[src/rtl/yrcc_pkg.sv]
// types and coefficient constants for the ycbcr/rgb color converter
// no dependencies; used by yuv_rgb_color_convert_unit

package yrcc_pkg;

    typedef logic signed [11:0] coef_t;

    // chroma terms for ycbcr to rgb, products are shifted right by 10
    typedef struct packed {
        coef_t rv;
        coef_t gu;
        coef_t gv;
        coef_t bu;
    } yuv_coef_t;

    // rows of the rgb to ycbcr matrix, sums are divided by 1024
    typedef struct packed {
        coef_t y_r;
        coef_t y_g;
        coef_t y_b;
        coef_t u_r;
        coef_t u_g;
        coef_t u_b;
        coef_t v_r;
        coef_t v_g;
        coef_t v_b;
    } rgb_coef_t;

    localparam logic STD_BT601 = 1'b0;
    localparam logic STD_BT709 = 1'b1;

    localparam logic ACT_YUV_TO_RGB = 1'b0;
    localparam logic ACT_RGB_TO_YUV = 1'b1;

    localparam yuv_coef_t YUV_COEF_601 = '{
        rv: 12'sd1437, gu: -12'sd352, gv: -12'sd731, bu: 12'sd1812
    };
    localparam yuv_coef_t YUV_COEF_709 = '{
        rv: 12'sd1608, gu: -12'sd191, gv: -12'sd478, bu: 12'sd1900
    };

    localparam rgb_coef_t RGB_COEF_601 = '{
        y_r: 12'sd306,  y_g: 12'sd601,  y_b: 12'sd116,
        u_r: -12'sd172, u_g: -12'sd337, u_b: 12'sd509,
        v_r: 12'sd509,  v_g: -12'sd427, v_b: -12'sd82
    };
    localparam rgb_coef_t RGB_COEF_709 = '{
        y_r: 12'sd217,  y_g: 12'sd732,  y_b: 12'sd73,
        u_r: -12'sd117, u_g: -12'sd394, u_b: 12'sd512,
        v_r: 12'sd512,  v_g: -12'sd465, v_b: -12'sd46
    };

endpackage

[src/rtl/yuv_rgb_color_convert_unit.sv]
// top level of the ycbcr/rgb color converter, one pixel per transfer
// depends on yrcc_pkg for coefficient sets and codes

// Converts one pixel per transfer, either ycbcr (signed chroma) to rgb or rgb to
// ycbcr with a uyvy word, using the bt.601 or bt.709 coefficients chosen by the
// standard_select register (written over the cfg port; the user must write it only
// while no pixel is in flight, as the block itself does not enforce this). The block
// takes one pixel every clock cycle while the output is not stalled; each pixel passes
// through the constant multipliers in the first stage, the adders in the second, and
// the divide by 1024, clamp and output register in the third. Backpressure on the
// output stalls the pipeline without losing or repeating pixels, and bubbles are filled as they appear.

module yuv_rgb_color_convert_unit (
    input  logic              clk,
    input  logic              rst_n,

    input  logic              cfg_valid,
    output logic              cfg_ready,
    input  logic              cfg_data,

    input  logic              in_valid,
    output logic              in_ready,
    input  logic              action,
    input  logic [7:0]        luma_in,
    input  logic signed [7:0] cb_in,
    input  logic signed [7:0] cr_in,
    input  logic [7:0]        red_in,
    input  logic [7:0]        green_in,
    input  logic [7:0]        blue_in,

    output logic              out_valid,
    input  logic              out_ready,
    output logic [7:0]        red_out,
    output logic [7:0]        green_out,
    output logic [7:0]        blue_out,
    output logic [7:0]        luma_out,
    output logic signed [7:0] cb_out,
    output logic signed [7:0] cr_out,
    output logic [31:0]       packed_uyvy
);

    function automatic logic [7:0] clamp_u8_rgb(input logic signed [10:0] s);
        logic [7:0] r;
        if (s < 11'sd0)
            r = 8'd0;
        else if (s > 11'sd255)
            r = 8'd255;
        else
            r = s[7:0];
        return r;
    endfunction

    function automatic logic signed [22:0] div1024_trunc(input logic signed [22:0] s);
        logic signed [22:0] adj;
        adj = s + (s[22] ? 23'sd1023 : 23'sd0);
        return adj >>> 10;
    endfunction

    // configuration register
    logic standard_select_reg;

    assign cfg_ready = 1'b1;

    always_ff @(posedge clk or negedge rst_n)
    begin
        if (!rst_n)
            standard_select_reg <= yrcc_pkg::STD_BT601;
        else if (cfg_valid && cfg_ready)
            standard_select_reg <= cfg_data;
    end

    // stage enables
    logic valid1_reg, valid2_reg, valid3_reg;
    logic en1, en2, en3;

    assign en3      = !valid3_reg || out_ready;
    assign en2      = !valid2_reg || en3;
    assign en1      = !valid1_reg || en2;
    assign in_ready = en1;

    always_ff @(posedge clk or negedge rst_n)
    begin
        if (!rst_n)
        begin
            valid1_reg <= 1'b0;
            valid2_reg <= 1'b0;
            valid3_reg <= 1'b0;
        end
        else
        begin
            if (en1)
                valid1_reg <= in_valid;
            if (en2)
                valid2_reg <= valid1_reg;
            if (en3)
                valid3_reg <= valid2_reg;
        end
    end

    // stage 1: constant products
    yrcc_pkg::yuv_coef_t yc;
    yrcc_pkg::rgb_coef_t rc;

    logic signed [19:0] p_rv_next, p_gu_next, p_gv_next, p_bu_next;
    logic signed [20:0] p_yr_next, p_yg_next, p_yb_next;
    logic signed [20:0] p_ur_next, p_ug_next, p_ub_next;
    logic signed [20:0] p_vr_next, p_vg_next, p_vb_next;
    logic signed [20:0] r_ext, g_ext, b_ext;

    always_comb
    begin
        yc = (standard_select_reg == yrcc_pkg::STD_BT709) ?
             yrcc_pkg::YUV_COEF_709 : yrcc_pkg::YUV_COEF_601;
        rc = (standard_select_reg == yrcc_pkg::STD_BT709) ?
             yrcc_pkg::RGB_COEF_709 : yrcc_pkg::RGB_COEF_601;

        p_rv_next = 20'(yc.rv) * 20'(cr_in);
        p_gu_next = 20'(yc.gu) * 20'(cb_in);
        p_gv_next = 20'(yc.gv) * 20'(cr_in);
        p_bu_next = 20'(yc.bu) * 20'(cb_in);

        r_ext = 21'($signed({1'b0, red_in}));
        g_ext = 21'($signed({1'b0, green_in}));
        b_ext = 21'($signed({1'b0, blue_in}));

        p_yr_next = 21'(rc.y_r) * r_ext;
        p_yg_next = 21'(rc.y_g) * g_ext;
        p_yb_next = 21'(rc.y_b) * b_ext;
        p_ur_next = 21'(rc.u_r) * r_ext;
        p_ug_next = 21'(rc.u_g) * g_ext;
        p_ub_next = 21'(rc.u_b) * b_ext;
        p_vr_next = 21'(rc.v_r) * r_ext;
        p_vg_next = 21'(rc.v_g) * g_ext;
        p_vb_next = 21'(rc.v_b) * b_ext;
    end

    logic               act1_reg;
    logic [7:0]         luma1_reg;
    logic signed [19:0] p_rv_reg, p_gu_reg, p_gv_reg, p_bu_reg;
    logic signed [20:0] p_yr_reg, p_yg_reg, p_yb_reg;
    logic signed [20:0] p_ur_reg, p_ug_reg, p_ub_reg;
    logic signed [20:0] p_vr_reg, p_vg_reg, p_vb_reg;

    always_ff @(posedge clk)
    begin
        if (en1)
        begin
            act1_reg  <= action;
            luma1_reg <= luma_in;
            p_rv_reg  <= p_rv_next;
            p_gu_reg  <= p_gu_next;
            p_gv_reg  <= p_gv_next;
            p_bu_reg  <= p_bu_next;
            p_yr_reg  <= p_yr_next;
            p_yg_reg  <= p_yg_next;
            p_yb_reg  <= p_yb_next;
            p_ur_reg  <= p_ur_next;
            p_ug_reg  <= p_ug_next;
            p_ub_reg  <= p_ub_next;
            p_vr_reg  <= p_vr_next;
            p_vg_reg  <= p_vg_next;
            p_vb_reg  <= p_vb_next;
        end
    end

    // stage 2: shifted chroma terms added to luma, matrix rows summed
    logic signed [19:0] rv_sh, gu_sh, gv_sh, bu_sh;
    logic signed [10:0] luma_ext;
    logic signed [10:0] sum_r_next, sum_g_next, sum_b_next;
    logic signed [22:0] sum_y_next, sum_u_next, sum_v_next;

    always_comb
    begin
        rv_sh    = p_rv_reg >>> 10;
        gu_sh    = p_gu_reg >>> 10;
        gv_sh    = p_gv_reg >>> 10;
        bu_sh    = p_bu_reg >>> 10;
        luma_ext = 11'($signed({3'b000, luma1_reg}));

        sum_r_next = luma_ext + 11'(rv_sh);
        sum_g_next = luma_ext + 11'(gu_sh) + 11'(gv_sh);
        sum_b_next = luma_ext + 11'(bu_sh);

        sum_y_next = 23'(p_yr_reg) + 23'(p_yg_reg) + 23'(p_yb_reg);
        sum_u_next = 23'(p_ur_reg) + 23'(p_ug_reg) + 23'(p_ub_reg);
        sum_v_next = 23'(p_vr_reg) + 23'(p_vg_reg) + 23'(p_vb_reg);
    end

    logic               act2_reg;
    logic signed [10:0] sum_r_reg, sum_g_reg, sum_b_reg;
    logic signed [22:0] sum_y_reg, sum_u_reg, sum_v_reg;

    always_ff @(posedge clk)
    begin
        if (en2)
        begin
            act2_reg  <= act1_reg;
            sum_r_reg <= sum_r_next;
            sum_g_reg <= sum_g_next;
            sum_b_reg <= sum_b_next;
            sum_y_reg <= sum_y_next;
            sum_u_reg <= sum_u_next;
            sum_v_reg <= sum_v_next;
        end
    end

    // stage 3: divide, clamp, zero the unused direction, pack
    logic signed [22:0] q_y, q_u, q_v;
    logic [7:0]         y8, u8, v8;
    logic [7:0]         red_next, green_next, blue_next;
    logic [7:0]         luma_next, cb_next, cr_next;
    logic [31:0]        packed_next;

    always_comb
    begin
        q_y = div1024_trunc(sum_y_reg);
        q_u = div1024_trunc(sum_u_reg);
        q_v = div1024_trunc(sum_v_reg);

        if (q_y < 23'sd0)
            y8 = 8'd0;
        else if (q_y > 23'sd255)
            y8 = 8'd255;
        else
            y8 = q_y[7:0];

        if (q_u < -23'sd128)
            u8 = 8'h80;
        else if (q_u > 23'sd127)
            u8 = 8'h7f;
        else
            u8 = q_u[7:0];

        if (q_v < -23'sd128)
            v8 = 8'h80;
        else if (q_v > 23'sd127)
            v8 = 8'h7f;
        else
            v8 = q_v[7:0];

        if (act2_reg == yrcc_pkg::ACT_YUV_TO_RGB)
        begin
            red_next    = clamp_u8_rgb(sum_r_reg);
            green_next  = clamp_u8_rgb(sum_g_reg);
            blue_next   = clamp_u8_rgb(sum_b_reg);
            luma_next   = 8'd0;
            cb_next     = 8'd0;
            cr_next     = 8'd0;
            packed_next = 32'd0;
        end
        else
        begin
            red_next    = 8'd0;
            green_next  = 8'd0;
            blue_next   = 8'd0;
            luma_next   = y8;
            cb_next     = u8;
            cr_next     = v8;
            packed_next = {y8, v8, y8, u8};
        end
    end

    logic [7:0]  red_reg, green_reg, blue_reg, luma_reg, cb_reg, cr_reg;
    logic [31:0] packed_reg;

    always_ff @(posedge clk)
    begin
        if (en3)
        begin
            red_reg    <= red_next;
            green_reg  <= green_next;
            blue_reg   <= blue_next;
            luma_reg   <= luma_next;
            cb_reg     <= cb_next;
            cr_reg     <= cr_next;
            packed_reg <= packed_next;
        end
    end

    assign out_valid   = valid3_reg;
    assign red_out     = red_reg;
    assign green_out   = green_reg;
    assign blue_out    = blue_reg;
    assign luma_out    = luma_reg;
    assign cb_out      = $signed(cb_reg);
    assign cr_out      = $signed(cr_reg);
    assign packed_uyvy = packed_reg;

endmodule

[config.mk]
export PLATFORM = sky130hd
export DESIGN_NAME = yuv_rgb_color_convert_unit
export DESIGN_NICKNAME = d
export VERILOG_FILES = /design/src/rtl/yrcc_pkg.sv /design/src/rtl/yuv_rgb_color_convert_unit.sv
export SDC_FILE = /design/constraint.sdc
export NUM_CORES = 2
export LEC_CHECK = 0
export BUFFER_PORTS_ARGS = -buffer_cell sky130_fd_sc_hd__buf_2
export CAP_MARGIN = 5
export CORE_AREA = 2 2 325 327
export CTS_BUF_LIST = sky130_fd_sc_hd__clkbuf_16
export CTS_CLUSTER_SIZE = 8
export DETAILED_ROUTE_END_ITERATION = 8
export DIE_AREA = 0 0 327 329
export PLACE_DENSITY_LB_ADDON = 0.3
export SLEW_MARGIN = 20
export SYNTH_ARGS = -nofsm -noshare
export SYNTH_HDL_FRONTEND = slang
export SYNTH_SLANG_ARGS = --single-unit
[constraint.sdc]
create_clock -name clk -period 10.4 [get_ports clk]
set_input_delay 1.04 -clock clk [delete_from_list [all_inputs] [get_ports clk]]
set_output_delay 1.04 -clock clk [all_outputs]
set_load 0.05 [all_outputs]
* Yosys cells after proc, flatten, opt, wreduce, memory -nomap -nowiden
Index checks and enable logic that the tools add are counted.
** Storage, ports and cells
- Bits in registers :: 461
- Bits of input ports :: 55
- Output and inout bits :: 83
- Logic and storage cells :: 94
** Operators by class
- Add/subtract/negate cells :: 13
- Multiply operators :: 13
- Magnitude comparators :: 12
- Mux-type cells :: 14
- Reduce and logical (&&, ||, !) cells :: 9
** Operator list (number)
- 12-bit by 9-bit multiplier with 21-bit output :: 8
- 105-bit 2-to-1 mux :: 1
- 12-bit by 8-bit multiplier with 20-bit output :: 4
- 8-bit 2-to-1 mux :: 9
- 22-bit by 21-bit adder with 23-bit output :: 3
- 23-bit by 11-bit adder with 23-bit output :: 3
- 46-bit 2-to-1 mux :: 1
- 21-bit by 21-bit adder with 22-bit output :: 2
- 9-bit by 10-bit adder with 11-bit output :: 3
- 11-bit by 9-bit > comparator with 1-bit output (second input constant) :: 3
- 11-bit by 1-bit < comparator with 1-bit output (second input constant) :: 3
- 10-bit 2-to-1 mux :: 3
- 13-bit by 8-bit > comparator with 1-bit output (second input constant) :: 2
- 13-bit by 8-bit < comparator with 1-bit output (second input constant) :: 2
- 18-bit by 21-bit adder with 22-bit output :: 1
- 9-bit by 8-bit multiplier with 17-bit output :: 1
- 13-bit by 9-bit > comparator with 1-bit output (second input constant) :: 1
- 13-bit by 1-bit < comparator with 1-bit output (second input constant) :: 1
- 11-bit by 10-bit adder with 11-bit output :: 1
- 2-bit OR reduction :: 3
- 1-bit zero test :: 3
- 1-bit logical OR :: 3

* Longest topological paths before layout
- Depth after elaboration :: 5
- Mapped depth :: 23
- Mapped depth without buffers :: 21

* Worst setup path before layout
OpenSTA, ideal clock, no wires.
- Path type :: input to register
- Start point :: input port out_ready
- End point :: register act1_reg, enable pin
- Library setup time :: 2944 ps
- Arrival :: 7610 ps
- Data required time :: 7456 ps
- Slack :: -153 ps
- Stages :: 1
- Path buffers :: 0
- Cells stage by stage :: nand4b_1
** Between the ends
- Longest elaborated chain between the ends :: 3
** RTL lines
- start, declared :: line yuv_rgb_color_convert_unit.sv:32 : input logic out_ready,
- 1-bit logical OR :: line yuv_rgb_color_convert_unit.sv:76 : assign en3 = !valid3_reg || out_ready;
- 1-bit logical OR :: line yuv_rgb_color_convert_unit.sv:77 : assign en2 = !valid2_reg || en3;
- 1-bit logical OR :: line yuv_rgb_color_convert_unit.sv:78 : assign en1 = !valid1_reg || en2;
- end signal, assigned :: line yuv_rgb_color_convert_unit.sv:148 : act1_reg <= action;
- end, declared :: line yuv_rgb_color_convert_unit.sv:137 : logic act1_reg;
No other way between the ends.
A chain may end at the register's enable or synchronous reset.

* Worst setup path after layout
- Start point :: register standard_select_reg
- End point :: register p_bu_reg[19], data pin
** Between the ends
- Longest elaborated chain between the ends :: 2
** RTL lines
- start, declared :: line yuv_rgb_color_convert_unit.sv:60 : logic standard_select_reg;
- start signal, assigned :: line yuv_rgb_color_convert_unit.sv:67 : standard_select_reg <= yrcc_pkg::STD_BT601;
- start signal, assigned :: line yuv_rgb_color_convert_unit.sv:69 : standard_select_reg <= cfg_data;
- 46-bit 2-to-1 mux :: line yuv_rgb_color_convert_unit.sv:112 : yc = (standard_select_reg == yrcc_pkg::STD_BT709) ?
- 12-bit by 8-bit multiplier with 20-bit output :: line yuv_rgb_color_convert_unit.sv:120 : p_bu_next = 20'(yc.bu) * 20'(cb_in);
- net p_bu_next[19] :: line yuv_rgb_color_convert_unit.sv:104 : logic signed [19:0] p_rv_next, p_gu_next, p_gv_next, p_bu_next;
- end signal, assigned :: line yuv_rgb_color_convert_unit.sv:153 : p_bu_reg <= p_bu_next;
- end, declared :: line yuv_rgb_color_convert_unit.sv:139 : logic signed [19:0] p_rv_reg, p_gu_reg, p_gv_reg, p_bu_reg;
The timed path passes the listed nets, and every way through them passes these cells.

==> flow_metrics.env <==
export IMPL_status="finished, final reports clean"
export IMPL_syn_inst=3808
export IMPL_vias=25553
export IMPL_h_tree_depth=2
export IMPL_clockBufferDepth=3
export IMPL_ys_flop_type="edfxtp_1"
export IMPL_ios=138
export IMPL_numCtsBuffers=54
export IMPL_period_share_pct=60.8
export IMPL_hold_viol_final=0
export IMPL_grt_pass1_wl_mm=144
export IMPL_r2r_start="standard_select_reg"
export IMPL_cp_required_ns=10.77
export IMPL_io_buffers=136
export IMPL_diodes=0
export IMPL_busiest_layer="met2"
export IMPL_place_area_um2=43500
export IMPL_clk_pin_slew_ns=0.05
export IMPL_cts_tree="done"
export IMPL_ys_seq_area_share_pct=26.5
export IMPL_viasPerCell=4.74
export IMPL_dp_hpwl_mm=75.2
export IMPL_whs_ns=0.236
export IMPL_cp_slowest_cell="dfrtp_2"
export IMPL_finalSetupViolCount=0
export IMPL_worstPathBufferInverterCount=3
export IMPL_cp_end_kind="flip-flop"
export IMPL_gp_congestion=0.902
export IMPL_slew_violations=0
export IMPL_period_needed_ns=6.32
export IMPL_fin_skew_ns=0.0537
export IMPL_cts_root_buf="clkbuf_16"
export IMPL_rsz0062_at_grt="false"
export IMPL_path_common_cell="fa_1"
export IMPL_final_common_cell="inv_1"
export IMPL_cts_hold_buf=0
export IMPL_grt_max_degree=167
export IMPL_yosys_warnings=0
export IMPL_syn_avg_cell_area_um2=10.8
export IMPL_antenna_found_initial=5
export IMPL_synth_async_reset_ratio_pct=1.10
export IMPL_grt_pass1_vias=26389
export IMPL_critical_path_top_delay_family="adder cells"
export IMPL_setup_worst_path_start="standard_select_reg"
export IMPL_cp_data_arrival_time_ns=6.70
export IMPL_ys_ff_latch=365
export IMPL_cts_sinks=365
export IMPL_wl_mm=90.6
export IMPL_globalRouteMet3Util_pct=4.58
export IMPL_synth_cell_type_count=71
export IMPL_max_freq_mhz=158
export IMPL_relSlewSlack_pct=25.4
export IMPL_clk_latency_ns=0.66
export IMPL_timing_setup_tns_ns=0
export IMPL_die_x_um=327
export IMPL_drtAntennaViolNets=0
export IMPL_initial_utilization_pct=39.5
export IMPL_post_route_drc_count=0
export IMPL_hold_path_class="input pin to async pin"
export IMPL_die_y_um=329
export IMPL_synth_edff_count=361
export IMPL_post_cts_resized=0
export IMPL_worst_slew_pin_slew_ns=1.11
export IMPL_slowest_delay_ns=1.00
export IMPL_r2r_cells=16
export IMPL_final_cell_mix="955 x inv_1, 633 x ha_1, 527 x fa_1"
export IMPL_use_met1_pct=24.4
export IMPL_overflow=0
export IMPL_crit_fanout=50
export IMPL_area_delta_synth_final_pct=9.36
export IMPL_drt_initial_drc_count=1503
export IMPL_worstSetupPathType="flip-flop to flip-flop"
export IMPL_drt_pass1_iter_count=7
export IMPL_post_cts_buffers=0
export IMPL_core_um2=104000
export IMPL_cp_depth=16
export IMPL_maxCapViolCount=0
export IMPL_layout_drive_gt1_share_pct=6.30
export IMPL_worstSetupStartpointType="flip-flop"
export IMPL_die_area_um2=108000
export IMPL_worstPathCellList="buf_4 > and2_1 > fa_1 > inv_1 > fa_1 > fa_1 > fa_1 > inv_1 > ha_1 > a21oi_1 > o21ai_0 > o41ai_1 > o21ai_0 > o22a_1 > a21oi_1 > xnor2_1"
export IMPL_final_util_pct=43.2
export IMPL_use_met2_pct=26.7
export IMPL_rows=119
export IMPL_stdcell_area_um2=45100
export IMPL_nNetsFinal=5199
export IMPL_wl_per_cell_um=16.8
export IMPL_syn_area_um2=41200
export IMPL_gr_usage_all_layers_pct=17.4
[per-stage QoR]
| step | setup slack [ns] | instances |
|---|---|---|
| finish | 4.08 | 5393 |
| global route | 3.67 | 5393 |
| CTS | 4.07 | 5393 |
| detailed placement | 3.97 | 5319 |
| global placement | 4.08 | 5319 |
| floorplan | -0.153 | 3863 |
[final cells by class]
cell class / count / area, um2
clock buffer: 54 / 1350
clock inverter: 20 / 215
fill: 9806 / 59300
inverter: 946 / 3550
multi-input combinational: 2473 / 26500
sequential: 365 / 10900
tap: 1391 / 1740
timing repair buffer: 144 / 753
[worst register-to-register path: cells and delay by family (launching register included)]
family                     cells  cell delay, ns
DFF                            1            1.00
adders and majority gates      5            2.23
and+or+nand+nor                1            0.38
xor gates and xnor gates       1            0.08
buffers and inverters          3            0.70
AOI/OAI and AO/OA              6            1.70
[cells in the mapped netlist (all sizes together) (5+ instances only)]
library cell | number | area share, %
a21boi | 12 | 0.22
o21ai | 82 | 1.0
a31oi | 19 | 0.29
o41ai | 6 | 0.15
a21o | 56 | 1.0
nor4 | 7 | 0.12
ha | 633 | 19
xnor2 | 160 | 3.4
nand3 | 35 | 0.42
o2111ai | 5 | 0.11
inv | 946 | 8.6
clkbuf | 46 | 0.42
nor3 | 45 | 0.55
a211oi | 11 | 0.20
fa | 527 | 26
o21a | 59 | 1.1
xor2 | 57 | 1.2
buf | 33 | 0.60
a21oi | 139 | 1.7
o21bai | 28 | 0.51
and4 | 5 | 0.11
a41o | 5 | 0.12
or2 | 30 | 0.46
and3 | 19 | 0.29
nor2 | 138 | 1.3
nor2b | 29 | 0.44
nand4 | 7 | 0.11
o211ai | 7 | 0.13
nand2 | 125 | 1.1
nand2b | 61 | 0.93
edfxtp | 361 | 26
and2 | 31 | 0.47
a211o | 8 | 0.17
or3 | 16 | 0.24
[worst paths after layout]
kind,endpoint,slack [ns]
worst max-delay path,p_bu_reg[19],4.08
worst min-delay path,standard_select_reg,0.24
worst max register to register,p_bu_reg[19],4.08
worst min register to register,act2_reg,0.40
max in group asynchronous,standard_select_reg,10.02
min in group clk,act2_reg,0.40
[layer usage]
metal,vias up,wire length [um]
met2,463,39700
met1,12423,42400
met5,-,0
li1,12567,-
met4,0,2110
met3,100,6340
[cell families after synthesis]
family                   share of synthesized area (%)
adder cells (fa/ha/maj)                           44.8
buffers and inverters                             9.63
AND/OR/NAND/NOR                                   6.71
AO/OA/AOI/OAI                                     7.56
flip-flops                                        26.5
XOR/XNOR                                          4.61
multiplexers                                     0.106
other                                           0.0182
Power is not shown: default switching activity piles up to over one toggle a cycle in this logic, so the estimate is an artifact.
